### config.mk
export PLATFORM = sky130hd
export DESIGN_NAME = media_packet_header_parser
export DESIGN_NICKNAME = d
export VERILOG_FILES = /design/src/rtl/core/mphp_pkg.sv /design/src/rtl/core/mphp_front.sv /design/src/rtl/core/mphp_queue.sv /design/src/rtl/core/media_packet_header_parser.sv
export SDC_FILE = /design/constraint.sdc
export NUM_CORES = 1
export LEC_CHECK = 0
export BUFFER_PORTS_ARGS = -buffer_cell sky130_fd_sc_hd__buf_2
export CORE_UTILIZATION = 40
export CTS_CLUSTER_SIZE = 30
export DETAILED_ROUTE_END_ITERATION = 8
export SETUP_SLACK_MARGIN = 0.3
export SYNTH_ARGS = -nofsm -noshare
export SYNTH_HDL_FRONTEND = slang
export SYNTH_SLANG_ARGS = --single-unit
### constraint.sdc
create_clock -name clk_i -period 20.2 [get_ports clk_i]
set_input_delay 4.04 -clock clk_i [delete_from_list [all_inputs] [get_ports clk_i]]
set_output_delay 4.04 -clock clk_i [all_outputs]
set_load 0.02 [all_outputs]
### src/rtl/core/mphp_pkg.sv
// Package for the media packet header parser.
// Holds result kinds, reject codes, header constants and the queue entry type.
// No dependencies.
package mphp_pkg;

  localparam int unsigned MaxTransferDef = 1024;
  localparam int unsigned HeaderBytes    = 23;
  localparam logic [15:0] LenBias        = 16'd20;
  localparam logic [7:0]  TypeResetVal   = 8'h03;
  localparam int unsigned QueueDepth     = 2;

  typedef enum logic [1:0] {
    KindHeader  = 2'd0,
    KindPayload = 2'd1,
    KindReject  = 2'd2
  } kind_e;

  typedef enum logic [1:0] {
    RejNone      = 2'd0,
    RejWrongType = 2'd1,
    RejTooLong   = 2'd2,
    RejTruncated = 2'd3
  } reject_e;

  // One result word passed from the parser front to the output back end
  typedef struct packed {
    kind_e       kind;
    logic [7:0]  sub_type;
    logic [31:0] pkt_stamp;
    logic [15:0] block_count;
    logic [31:0] block_id;
    logic [31:0] packet_id;
    logic [15:0] payload_size;
    logic        id_gap;
    logic [7:0]  payload_byte;
    logic        last;
    reject_e     reject_code;
  } result_t;

endpackage

### src/rtl/core/mphp_front.sv
// Parser front: accepts transfer words, tracks byte position and builds results.
// Depends on mphp_pkg.
module mphp_front #(
  parameter int unsigned MaxTransfer = mphp_pkg::MaxTransferDef
) (
  input  logic              clk_i,
  input  logic              rst_ni,
  input  logic              in_valid,
  output logic              in_ready,
  input  logic [7:0]        data_byte_i,
  input  logic              first_byte_i,
  input  logic [11:0]       transfer_len_i,
  input  logic [7:0]        type_code_i,
  output logic              res_valid_o,
  input  logic              res_ready_i,
  output mphp_pkg::result_t res_o
);
  import mphp_pkg::*;

  localparam logic [11:0] MaxLen  = 12'(MaxTransfer);
  localparam logic [11:0] HdrLast = 12'(HeaderBytes - 1);

  logic [11:0] pos_q, pos_d, len_q, len_d;
  logic        disc_q, disc_d;
  logic [15:0] lenf_q, lenf_d, bcnt_q, bcnt_d;
  logic [7:0]  sub_q, sub_d;
  logic [31:0] ts_q, ts_d, bid_q, bid_d, pid_q, pid_d, prev_q, prev_d;
  logic        acc, emit;
  logic [12:0] pos_inc;
  logic        at_end;
  logic [15:0] size;
  logic [31:0] pid_new;
  result_t     r;

  assign in_ready = res_ready_i;
  assign acc      = in_valid & in_ready;
  assign pos_inc  = {1'b0, pos_q} + 13'd1;
  assign at_end   = pos_inc >= {1'b0, len_q};
  assign size     = lenf_q - LenBias;
  assign pid_new  = {pid_q[23:0], data_byte_i};

  // Decode one word against position and update header registers
  always_comb begin
    pos_d = pos_q; len_d = len_q; disc_d = disc_q;
    lenf_d = lenf_q; sub_d = sub_q; ts_d = ts_q; bcnt_d = bcnt_q;
    bid_d = bid_q; pid_d = pid_q; prev_d = prev_q;
    r = '0;
    r.kind = KindReject;
    r.reject_code = RejNone;
    emit = 1'b0;
    if (acc) begin
      if (first_byte_i) begin
        pos_d = 12'd1; len_d = transfer_len_i; disc_d = 1'b0;
        r.last = 1'b1;
        if (transfer_len_i > MaxLen) begin
          emit = 1'b1; r.reject_code = RejTooLong; disc_d = 1'b1;
        end else if (data_byte_i != type_code_i) begin
          emit = 1'b1; r.reject_code = RejWrongType; disc_d = 1'b1;
        end else if (transfer_len_i <= 12'd1) begin
          emit = 1'b1; r.reject_code = RejTruncated; disc_d = 1'b1;
        end
      end else if (!disc_q) begin
        pos_d = pos_inc[11:0];
        if (pos_q < HdrLast) begin
          if (pos_q >= 12'd1 && pos_q <= 12'd2) lenf_d = {lenf_q[7:0], data_byte_i};
          else if (pos_q == 12'd8) sub_d = data_byte_i;
          else if (pos_q >= 12'd9 && pos_q <= 12'd12) ts_d = {ts_q[23:0], data_byte_i};
          else if (pos_q >= 12'd13 && pos_q <= 12'd14)
            bcnt_d = {bcnt_q[7:0], data_byte_i};
          else if (pos_q >= 12'd15 && pos_q <= 12'd18) bid_d = {bid_q[23:0], data_byte_i};
          else if (pos_q >= 12'd19) pid_d = pid_new;
          if (at_end) begin
            emit = 1'b1; r.last = 1'b1; r.reject_code = RejTruncated; disc_d = 1'b1;
          end
        end else if (pos_q == HdrLast) begin
          emit = 1'b1;
          pid_d = pid_new; prev_d = pid_new;
          r.kind = KindHeader;
          r.sub_type = sub_q; r.pkt_stamp = ts_q; r.block_count = bcnt_q;
          r.block_id = bid_q; r.packet_id = pid_new; r.payload_size = size;
          r.id_gap = (prev_q != 32'd0) && (prev_q + 32'd1 != pid_new);
          if (size == 16'd0) begin
            r.last = 1'b1; disc_d = 1'b1;
          end else if (at_end) begin
            r.last = 1'b1; r.reject_code = RejTruncated; disc_d = 1'b1;
          end
        end else begin
          emit = 1'b1;
          r.kind = KindPayload;
          r.payload_byte = data_byte_i;
          if ((pos_q - HdrLast) >= size[11:0] && size[15:12] == 4'd0) begin
            r.last = 1'b1; disc_d = 1'b1;
          end else if (at_end) begin
            r.last = 1'b1; r.reject_code = RejTruncated; disc_d = 1'b1;
          end
        end
      end
    end
  end

  // Hold control state and header registers
  always_ff @(posedge clk_i or negedge rst_ni) begin
    if (!rst_ni) begin
      pos_q <= '0; len_q <= '0; disc_q <= 1'b1; lenf_q <= '0; sub_q <= '0;
      ts_q <= '0; bcnt_q <= '0; bid_q <= '0; pid_q <= '0; prev_q <= '0;
    end else begin
      pos_q <= pos_d; len_q <= len_d; disc_q <= disc_d; lenf_q <= lenf_d;
      sub_q <= sub_d; ts_q <= ts_d; bcnt_q <= bcnt_d; bid_q <= bid_d;
      pid_q <= pid_d; prev_q <= prev_d;
    end
  end

  assign res_valid_o = emit;
  assign res_o       = r;
endmodule

### src/rtl/core/mphp_queue.sv
// Result queue between parser front and output port.
// Depends on mphp_pkg.
module mphp_queue (
  input  logic              clk_i,
  input  logic              rst_ni,
  input  logic              wr_valid_i,
  output logic              wr_ready_o,
  input  mphp_pkg::result_t wr_data_i,
  output logic              rd_valid_o,
  input  logic              rd_ready_i,
  output mphp_pkg::result_t rd_data_o
);
  import mphp_pkg::*;

  localparam int unsigned Aw = $clog2(QueueDepth);

  result_t         mem_q [QueueDepth];
  logic [Aw-1:0]   wp_q, rp_q;
  logic [Aw:0]     cnt_q;
  logic            wr, rd;

  assign wr_ready_o = cnt_q != (Aw+1)'(QueueDepth);
  assign rd_valid_o = cnt_q != '0;
  assign wr = wr_valid_i & wr_ready_o;
  assign rd = rd_valid_o & rd_ready_i;
  assign rd_data_o = mem_q[rp_q];

  // Store word at write pointer
  always_ff @(posedge clk_i) begin
    if (wr) mem_q[wp_q] <= wr_data_i;
  end

  // Advance pointers and count
  always_ff @(posedge clk_i or negedge rst_ni) begin
    if (!rst_ni) begin
      wp_q <= '0; rp_q <= '0; cnt_q <= '0;
    end else begin
      if (wr) wp_q <= (wp_q == Aw'(QueueDepth - 1)) ? '0 : wp_q + 1'b1;
      if (rd) rp_q <= (rp_q == Aw'(QueueDepth - 1)) ? '0 : rp_q + 1'b1;
      cnt_q <= cnt_q + (Aw+1)'(wr) - (Aw+1)'(rd);
    end
  end
endmodule

### src/rtl/core/media_packet_header_parser.sv
// Top level of the media packet header parser.
// Depends on mphp_pkg, mphp_front and mphp_queue.
//
// channel  direction  handshake                 payload
// in       sink       in_valid / in_ready       data_byte_i, first_byte_i, transfer_len_i
// out      source     out_valid / out_ready     kind_o .. reject_code_o
// cfg      sink       cfg_valid / cfg_ready     cfg_data_i (stream type code)
//
// One word per cycle when the queue has room; results pass through a two-entry queue.
// The front stalls only while the queue is full, so output stalls reach the input
// after two held results. Reset clears position state and sets the type code to 3.
module media_packet_header_parser #(
  parameter int unsigned MaxTransfer = mphp_pkg::MaxTransferDef
) (
  input  logic        clk_i,
  input  logic        rst_ni,
  input  logic        in_valid,
  output logic        in_ready,
  input  logic [7:0]  data_byte_i,
  input  logic        first_byte_i,
  input  logic [11:0] transfer_len_i,
  input  logic        cfg_valid,
  output logic        cfg_ready,
  input  logic [7:0]  cfg_data_i,
  output logic        out_valid,
  input  logic        out_ready,
  output logic [1:0]  kind_o,
  output logic [7:0]  sub_type_o,
  output logic [31:0] pkt_stamp_o,
  output logic [15:0] block_count_o,
  output logic [31:0] block_id_o,
  output logic [31:0] packet_id_o,
  output logic [15:0] payload_size_o,
  output logic        id_gap_o,
  output logic [7:0]  payload_byte_o,
  output logic        last_o,
  output logic [1:0]  reject_code_o
);
  import mphp_pkg::*;

  logic [7:0] type_q;
  logic       fr_valid, fr_ready;
  result_t    fr_res, q_res;

  assign cfg_ready = 1'b1;

  // Hold the stream type code
  always_ff @(posedge clk_i or negedge rst_ni) begin
    if (!rst_ni) type_q <= TypeResetVal;
    else if (cfg_valid) type_q <= cfg_data_i;
  end

  mphp_front #(.MaxTransfer(MaxTransfer)) u_front (
    .clk_i, .rst_ni, .in_valid, .in_ready, .data_byte_i, .first_byte_i,
    .transfer_len_i, .type_code_i(type_q),
    .res_valid_o(fr_valid), .res_ready_i(fr_ready), .res_o(fr_res)
  );

  mphp_queue u_queue (
    .clk_i, .rst_ni, .wr_valid_i(fr_valid), .wr_ready_o(fr_ready), .wr_data_i(fr_res),
    .rd_valid_o(out_valid), .rd_ready_i(out_ready), .rd_data_o(q_res)
  );

  assign kind_o         = q_res.kind;
  assign sub_type_o     = q_res.sub_type;
  assign pkt_stamp_o    = q_res.pkt_stamp;
  assign block_count_o  = q_res.block_count;
  assign block_id_o     = q_res.block_id;
  assign packet_id_o    = q_res.packet_id;
  assign payload_size_o = q_res.payload_size;
  assign id_gap_o       = q_res.id_gap;
  assign payload_byte_o = q_res.payload_byte;
  assign last_o         = q_res.last;
  assign reject_code_o  = q_res.reject_code;
endmodule

# Word level (Yosys, flattened, before mapping)
# Memory sizes are Yosys's and may differ from the RTL's.
# Cells that the tools add are included.
[word_totals]
elab_cells = 125
mem_count = 1
ff_bits = 197
output_inout_bits = 153
mem_bits_rw = 300
input_bits = 34
[op_classes]
n_reduce_logical = 20
magnitude_cmp = 14
n_eq_ne = 12
muxes = 46
addsub = 8
n_bitwise = 10
[memory_table]
columns = ["name", "words", "width", "read_ports", "rd_clocked_by_memory_dff", "write_ports", "line", "source"]
rows = [
  ["u_queue.mem_q", 2, 150, 1, 0, 1, "mphp_queue.sv:17", "result_t mem_q [QueueDepth];"],
]
[ops]
columns = ["op", "count"]
rows = [
  ["150-bit two-way mux", 2],
  ["147-bit two-way mux", 2],
  ["24-bit two-way mux", 8],
  ["137-bit two-way mux", 1],
  ["12-bit by 4-bit >= comparator with 1-bit output (second input constant)", 3],
  ["32-bit by 1-bit adder with 32-bit output (second input constant)", 1],
  ["32-bit inequality test", 1],
  ["32-bit nonzero test", 1],
  ["12-bit by 4-bit less-or-equal comparator with 1-bit output (second input constant)", 2],
  ["12-bit two-way mux", 2],
  ["1-bit two-way mux", 21],
  ["16-bit logical NOT", 1],
  ["2-bit inequality test (second input constant)", 8],
  ["16-bit by 5-bit subtractor with 16-bit output (second input constant)", 1],
  ["12-bit by 1-bit adder with 13-bit output (second input constant)", 1],
  ["13-bit by 12-bit >= comparator with 1-bit output", 1],
  ["12-bit by 4-bit equality test with 1-bit output (second input constant)", 1],
  ["12-bit by 5-bit equality test with 1-bit output (second input constant)", 1],
  ["12-bit by 1-bit >= comparator with 1-bit output (second input constant)", 1],
  ["12-bit >= comparator", 1],
  ["12-bit by 5-bit >= comparator with 1-bit output (second input constant)", 1],
  ["12-bit by 11-bit > comparator with 1-bit output (second input constant)", 1],
  ["12-bit by 1-bit less-or-equal comparator with 1-bit output (second input constant)", 1],
  ["12-bit by 2-bit less-or-equal comparator with 1-bit output (second input constant)", 1],
  ["other kinds (22)", 46],
]

# Depth between registers and ports, before layout
[depth]
word_depth = 10
depth_mapped = 15
depth_no_buf = 15

# Cells and area by module
# Synthesis repeated with hierarchy kept, for this count alone.
[unflattened]
cells_unflattened = 1553
area_unflattened_um2 = 22739.3
[by_module_without_submodules]
columns = ["module", "seq_area_each_um2", "area_per_inst_um2", "cells_each", "instances"]
rows = [
  ["mphp_queue", 9108.7, 11408.4, 489, 1],
  ["mphp_front", 4630.7, 10985.5, 1045, 1],
  ["media_packet_header_parser", 202.7, 345.3, 19, 1],
]

# Worst setup path after synthesis
# No wires, ideal clock.
[synth_timing]
path_type = "in2reg"
start = "input transfer_len_i[3]"
end = "memory u_queue.mem_q[0][0] (netlist bit), enable pin"
stages = 5
arrival_ns = 15.927
required_time_ns = 19.319
n_path_buf = 0
setup_ns = 0.881
path_slack_ns = 3.392
path_cell_list = "nor4_1 -> nand4_1 -> nor3b_1 -> a31o_2 -> a211oi_1"
[synth_between]
elab_chain_len = 9
word_cells_on_any_way = 10
cone_classes = "order compare (2); mux (7); bitwise (1)"
[synth_lines]
columns = ["element", "line", "source"]
rows = [
  ["start, declared", "media_packet_header_parser.sv:21", "input logic [11:0] transfer_len_i,"],
  ["12-bit by 1-bit less-or-equal comparator with 1-bit output", "mphp_front.sv:59", "end else if (transfer_len_i <= 12'd1) begin"],
  ["1-bit two-way mux", "mphp_front.sv:59", ""],
  ["1-bit two-way mux", "mphp_front.sv:57", "end else if (data_byte_i != type_code_i) begin"],
  ["1-bit two-way mux (*)", "mphp_front.sv:55", "if (transfer_len_i > MaxLen) begin"],
  ["1-bit two-way mux (*)", "mphp_front.sv:52", "if (first_byte_i) begin"],
  ["1-bit two-way mux (*)", "mphp_front.sv:51", "if (acc) begin"],
  ["1-bit bitwise AND (*)", "mphp_queue.sv:24", "assign wr = wr_valid_i & wr_ready_o;"],
  ["1-bit two-way mux (*)", "mphp_queue.sv:30", "if (wr) mem_q[wp_q] <= wr_data_i;"],
  ["1-bit two-way mux (not written as such) (*)", "mphp_queue.sv:30", ""],
  ["end, declared", "mphp_queue.sv:17", ""],
]
# Mark *: on every way between the ends. The rest lies on a longest branch, timed or not.

# Final worst setup path
[layout_timing]
start = "input first_byte_i"
end = "register u_front.bcnt_q[8]"
[layout_between]
elab_chain_len = 2
[layout_lines]
columns = ["element", "line", "source"]
rows = [
  ["start, declared", "media_packet_header_parser.sv:20", "input logic first_byte_i,"],
  ["1-bit NOT (no source line)", "-", ""],
  ["8-bit AND reduction (no source line)", "-", ""],
  ["end signal, assigned", "mphp_front.sv:108", "sub_q <= sub_d; ts_q <= ts_d; bcnt_q <= bcnt_d; bid_q <= bid_d;"],
  ["end, declared", "mphp_front.sv:25", "logic [15:0] lenf_q, lenf_d, bcnt_q, bcnt_d;"],
]
# No other way between the ends.
# A chain may end at the register's enable or synchronous reset.

==> flow_summary.yaml <==
setup_path:
  arrival_ns: 7.24
  r2r-start: "u_front.pos_q[2]$_DFFE_PN0P_"
  cp_data_required_time_ns: 20.67
  timing.critical_path.to_type: "register"
  critical-path-top-cell-by-count: "sky130_fd_sc_hd__nand3_1"
  crit_path_start: "first_byte_i"
  worst_setup_sp_type: "input port"
  r2r_slack_ns: 14.75
  standard_cell_with_the_maximum_stage_delay_on_the_critical_path: "sky130_fd_sc_hd__nand4_1"
  critical_path.max_fanout: 16
  cpPeakStageDelay_ns: 0.87
  setup.worst_path.class: "in2reg"
  worstPathCellList: "buf_2, nor2_1, nand3_1, nor3_1, nand3_1, a21oi_1, nand4_1, mux2_2"
clock_network:
  worst_skew_pair.late_latency_ns: 0.59
  cts_inserted_buffers: 51
  cts_max_path_buffers: 3
  path_clk_slew_ns: 0.06
  tritoncts: "built"
  ctsResizeCount: 0
  post-cts-setup-buffers: 0
  htree_num_levels: 2
  cts.hold.buffers_added: 0
  cts.sinks: 497
  cts_root_buf: "sky130_fd_sc_hd__clkbuf_16"
finish:
  layout.filler_cells: 4949
  area.growth.synth_to_final_pct: 14.5
  multi_input_logic_area_um2: 7860
  antenna_cells_inserted: 0
  register_area_um2: 13900
  layout-drive-gt1-share: 0.354
  layout.nets: 1781
synth:
  async_reset_ff_frac: 0.396
  synth-seq-cells: 497
  post_synth_inst_count: 1556
  synthesis.yosys.warnings: 0
  avgSynthCellArea_um2: 14.3
  synth-seq-area-share: 0.626
  unique_masters_post_synth: 75
  syn_area_um2: 22300
  mappedNetlistNets: 1626
  synth_enable_flop_cells: 300
  synth_flop_cell: "sky130_fd_sc_hd__edfxtp_1"
placement:
  detailedPlacementHpwl_um: 31300
  number_of_i_o_port_buffers: 185
  gp_routability_congestion: 0.843
floorplanning:
  core_area_um2: 55100
  die_width_um: 238
  num_rows: 86
  floorplan.initialDensity: 0.404
  io_pins: 187
  die_height_um: 238
  design.die.area_um2: 56700
global_route:
  grt_pass1_wl_um: 75600
  grt_max_degree: 136
  grt_pass1_vias: 13100
  globalRouteMet2Util: 0.287
  grt_use_met1: 0.230
  grt_antenna_before_repair: 0
  overflow: 0
  met3_usage: 0.0311
  grt_most_used_layer: "met2"
  grtUsageTotal: 0.172
timing:
  hold_viol: 0
  post-route-min-period_ns: 6.78
  grt_setup_unrepaired: "false"
  worst-slew-pin-transition_ns: 1.08
  max_freq_ghz: 0.148
  totalNegativeSetupSlack_ns: 0
  final_period_util: 0.336
  final_number_of_setup_violating_endpoints: 0
  timing.clock.skew_ns: 0.0131
  hold_ws_ns: 0.494
  final-max-slew-violation-count: 0
  slew-limit-headroom: 0.278
power:
  powerDensity_nw_per_um2: 115
  irDropWorstVdd_mv: 0.0869
  cellLeakagePower_nw: 10.4
worst_hold_path:
  hold_class: "reg2reg"
  timing.hold.worst.start: "u_front.sub_q[0]$_DFFE_PN0P_"
outcome:
  status: "finished clean"
route:
  wl_per_cell_um: 19.5
  drt_pre_antenna_iters: 5
  drc: 0
  wirelength_um: 48700
  drtAntennaViolNets: 0
  viasPerCell: 5.14
  initial_drc_count: 620
  via_count: 12900
flow_run:
  cap_violations: 0
sequential cells by signal, summed over array words and instances, names as in the netlist, 12 cells and up:
name,count
u_queue.mem_q,300
u_front.bid_q,32
u_front.prev_q,32
u_front.ts_q,32
u_front.pid_q,24
u_front.bcnt_q,16
u_front.lenf_q,16
u_front.len_q,12
u_front.pos_q,12
Yosys cell counts (6+ instances only):
cell type	number	area share
sky130_fd_sc_hd__mux2_2	326	0.16
sky130_fd_sc_hd__edfxtp_1	300	0.40
sky130_fd_sc_hd__dfrtp_1	194	0.22
sky130_fd_sc_hd__and2_1	131	0.037
sky130_fd_sc_hd__clkbuf_1	59	0.0099
sky130_fd_sc_hd__nor2_1	53	0.0089
sky130_fd_sc_hd__xnor2_1	48	0.019
sky130_fd_sc_hd__nand2_1	41	0.0069
sky130_fd_sc_hd__ha_1	36	0.020
sky130_fd_sc_hd__inv_1	31	0.0052
sky130_fd_sc_hd__o21ai_0	30	0.0067
sky130_fd_sc_hd__xor2_1	30	0.012
sky130_fd_sc_hd__nand3_1	29	0.0065
sky130_fd_sc_hd__nand4_1	25	0.0070
sky130_fd_sc_hd__nor3_1	21	0.0047
sky130_fd_sc_hd__buf_2	17	0.0038
sky130_fd_sc_hd__nor4_1	14	0.0039
sky130_fd_sc_hd__and3_1	11	0.0031
sky130_fd_sc_hd__a21oi_1	10	0.0022
sky130_fd_sc_hd__and4_1	9	0.0035
sky130_fd_sc_hd__a211oi_1	8	0.0027
sky130_fd_sc_hd__buf_4	8	0.0027
sky130_fd_sc_hd__o31ai_1	8	0.0027
sky130_fd_sc_hd__or4_1	7	0.0024
sky130_fd_sc_hd__a31oi_1	6	0.0017
sky130_fd_sc_hd__buf_1	6	0.0010
power breakdown:
part	leakage [nW]	switching [mW]	internal, mW	total, mW
registers	5.52	0.0681	1.20	1.26
clock network	0.803	0.385	0.523	0.909
logic	4.09	0.466	0.307	0.774
total	10.4	0.920	2.03	2.95
critical path, delay by kind of cell:
kind                   cells  cell delay, ns
and+or+nand+nor            5            2.17
muxes                      1            0.61
AOI/OAI and AO/OA          1            0.24
buffers and inverters      1            0.17
final cells by class:
cell class	count	area share
Inverter	31	0.00456
Timing Repair Buffer	194	0.0407
Multi-Input combinational cell	936	0.308
Clock buffer	70	0.0564
Clock inverter	24	0.00745
Tap cell	748	0.0367
Sequential cell	497	0.546
logic make-up after synthesis:
logic type               synth area share
flip-flops                          0.626
adder cells (fa/ha/maj)            0.0207
buffers and inverters              0.0237
XOR/XNOR                           0.0307
multiplexers                        0.166
AO/OA/AOI/OAI                      0.0345
other                            0.000168
AND/OR/NAND/NOR                    0.0985
final timing paths:
kind,cells after the start,to
min in group asynchronous,1,u_front.pid_q[17]$_DFFE_PN0P_
max in group asynchronous,3,u_front.ts_q[19]$_DFFE_PN0P_
min reg2reg,1,u_front.sub_q[0]$_DFFE_PN0P_
min,1,u_front.sub_q[0]$_DFFE_PN0P_
max,8,u_front.bcnt_q[8]$_DFFE_PN0P_
max reg2reg,13,u_queue.mem_q[1][80]$_DFFE_PP_
placed cells by master (no fill, tap or decap), types with 7 or more instances in the layout:
cell / instances
sky130_fd_sc_hd__nand2_1: 41
sky130_fd_sc_hd__o21ai_0: 30
sky130_fd_sc_hd__nor2_1: 51
sky130_fd_sc_hd__ha_1: 36
sky130_fd_sc_hd__xnor2_1: 48
sky130_fd_sc_hd__edfxtp_1: 300
sky130_fd_sc_hd__clkbuf_1: 11
sky130_fd_sc_hd__mux2_2: 326
sky130_fd_sc_hd__clkbuf_8: 8
sky130_fd_sc_hd__clkbuf_16: 52
sky130_fd_sc_hd__a21oi_1: 10
sky130_fd_sc_hd__dfrtp_1: 193
sky130_fd_sc_hd__inv_1: 31
sky130_fd_sc_hd__buf_2: 184
sky130_fd_sc_hd__nand3_1: 28
sky130_fd_sc_hd__and3_1: 11
sky130_fd_sc_hd__clkinv_2: 12
sky130_fd_sc_hd__and2_1: 131
sky130_fd_sc_hd__o31ai_1: 8
sky130_fd_sc_hd__xor2_1: 30
sky130_fd_sc_hd__nor4_1: 14
sky130_fd_sc_hd__nand4_1: 25
sky130_fd_sc_hd__nor3_1: 21
sky130_fd_sc_hd__or4_1: 7
sky130_fd_sc_hd__and4_1: 9
stage by stage:
step                instances  setup WS (ns)   util  cell area [um^2]  power, mW
global placement         2406          12.78  0.434             23900       2.06
floorplan                1556           3.39      -             22300       1.84
CTS                      2500          13.43  0.463             25500       2.99
finish                   2500          13.42  0.463             25500       2.95
detailed placement       2406          12.79  0.434             23900       2.07
global route             2500          13.18  0.463             25500       3.09
routing by layer:
| layer | vias to the layer above | routed length (um) |
|---|---|---|
| met5 | - | 0 |
| met4 | 0 | 966 |
| met3 | 73 | 2180 |
| met2 | 262 | 24000 |
| met1 | 6490 | 21600 |
| li1 | 6033 | - |
No activity file was read; power rests on OpenSTA's default activity.
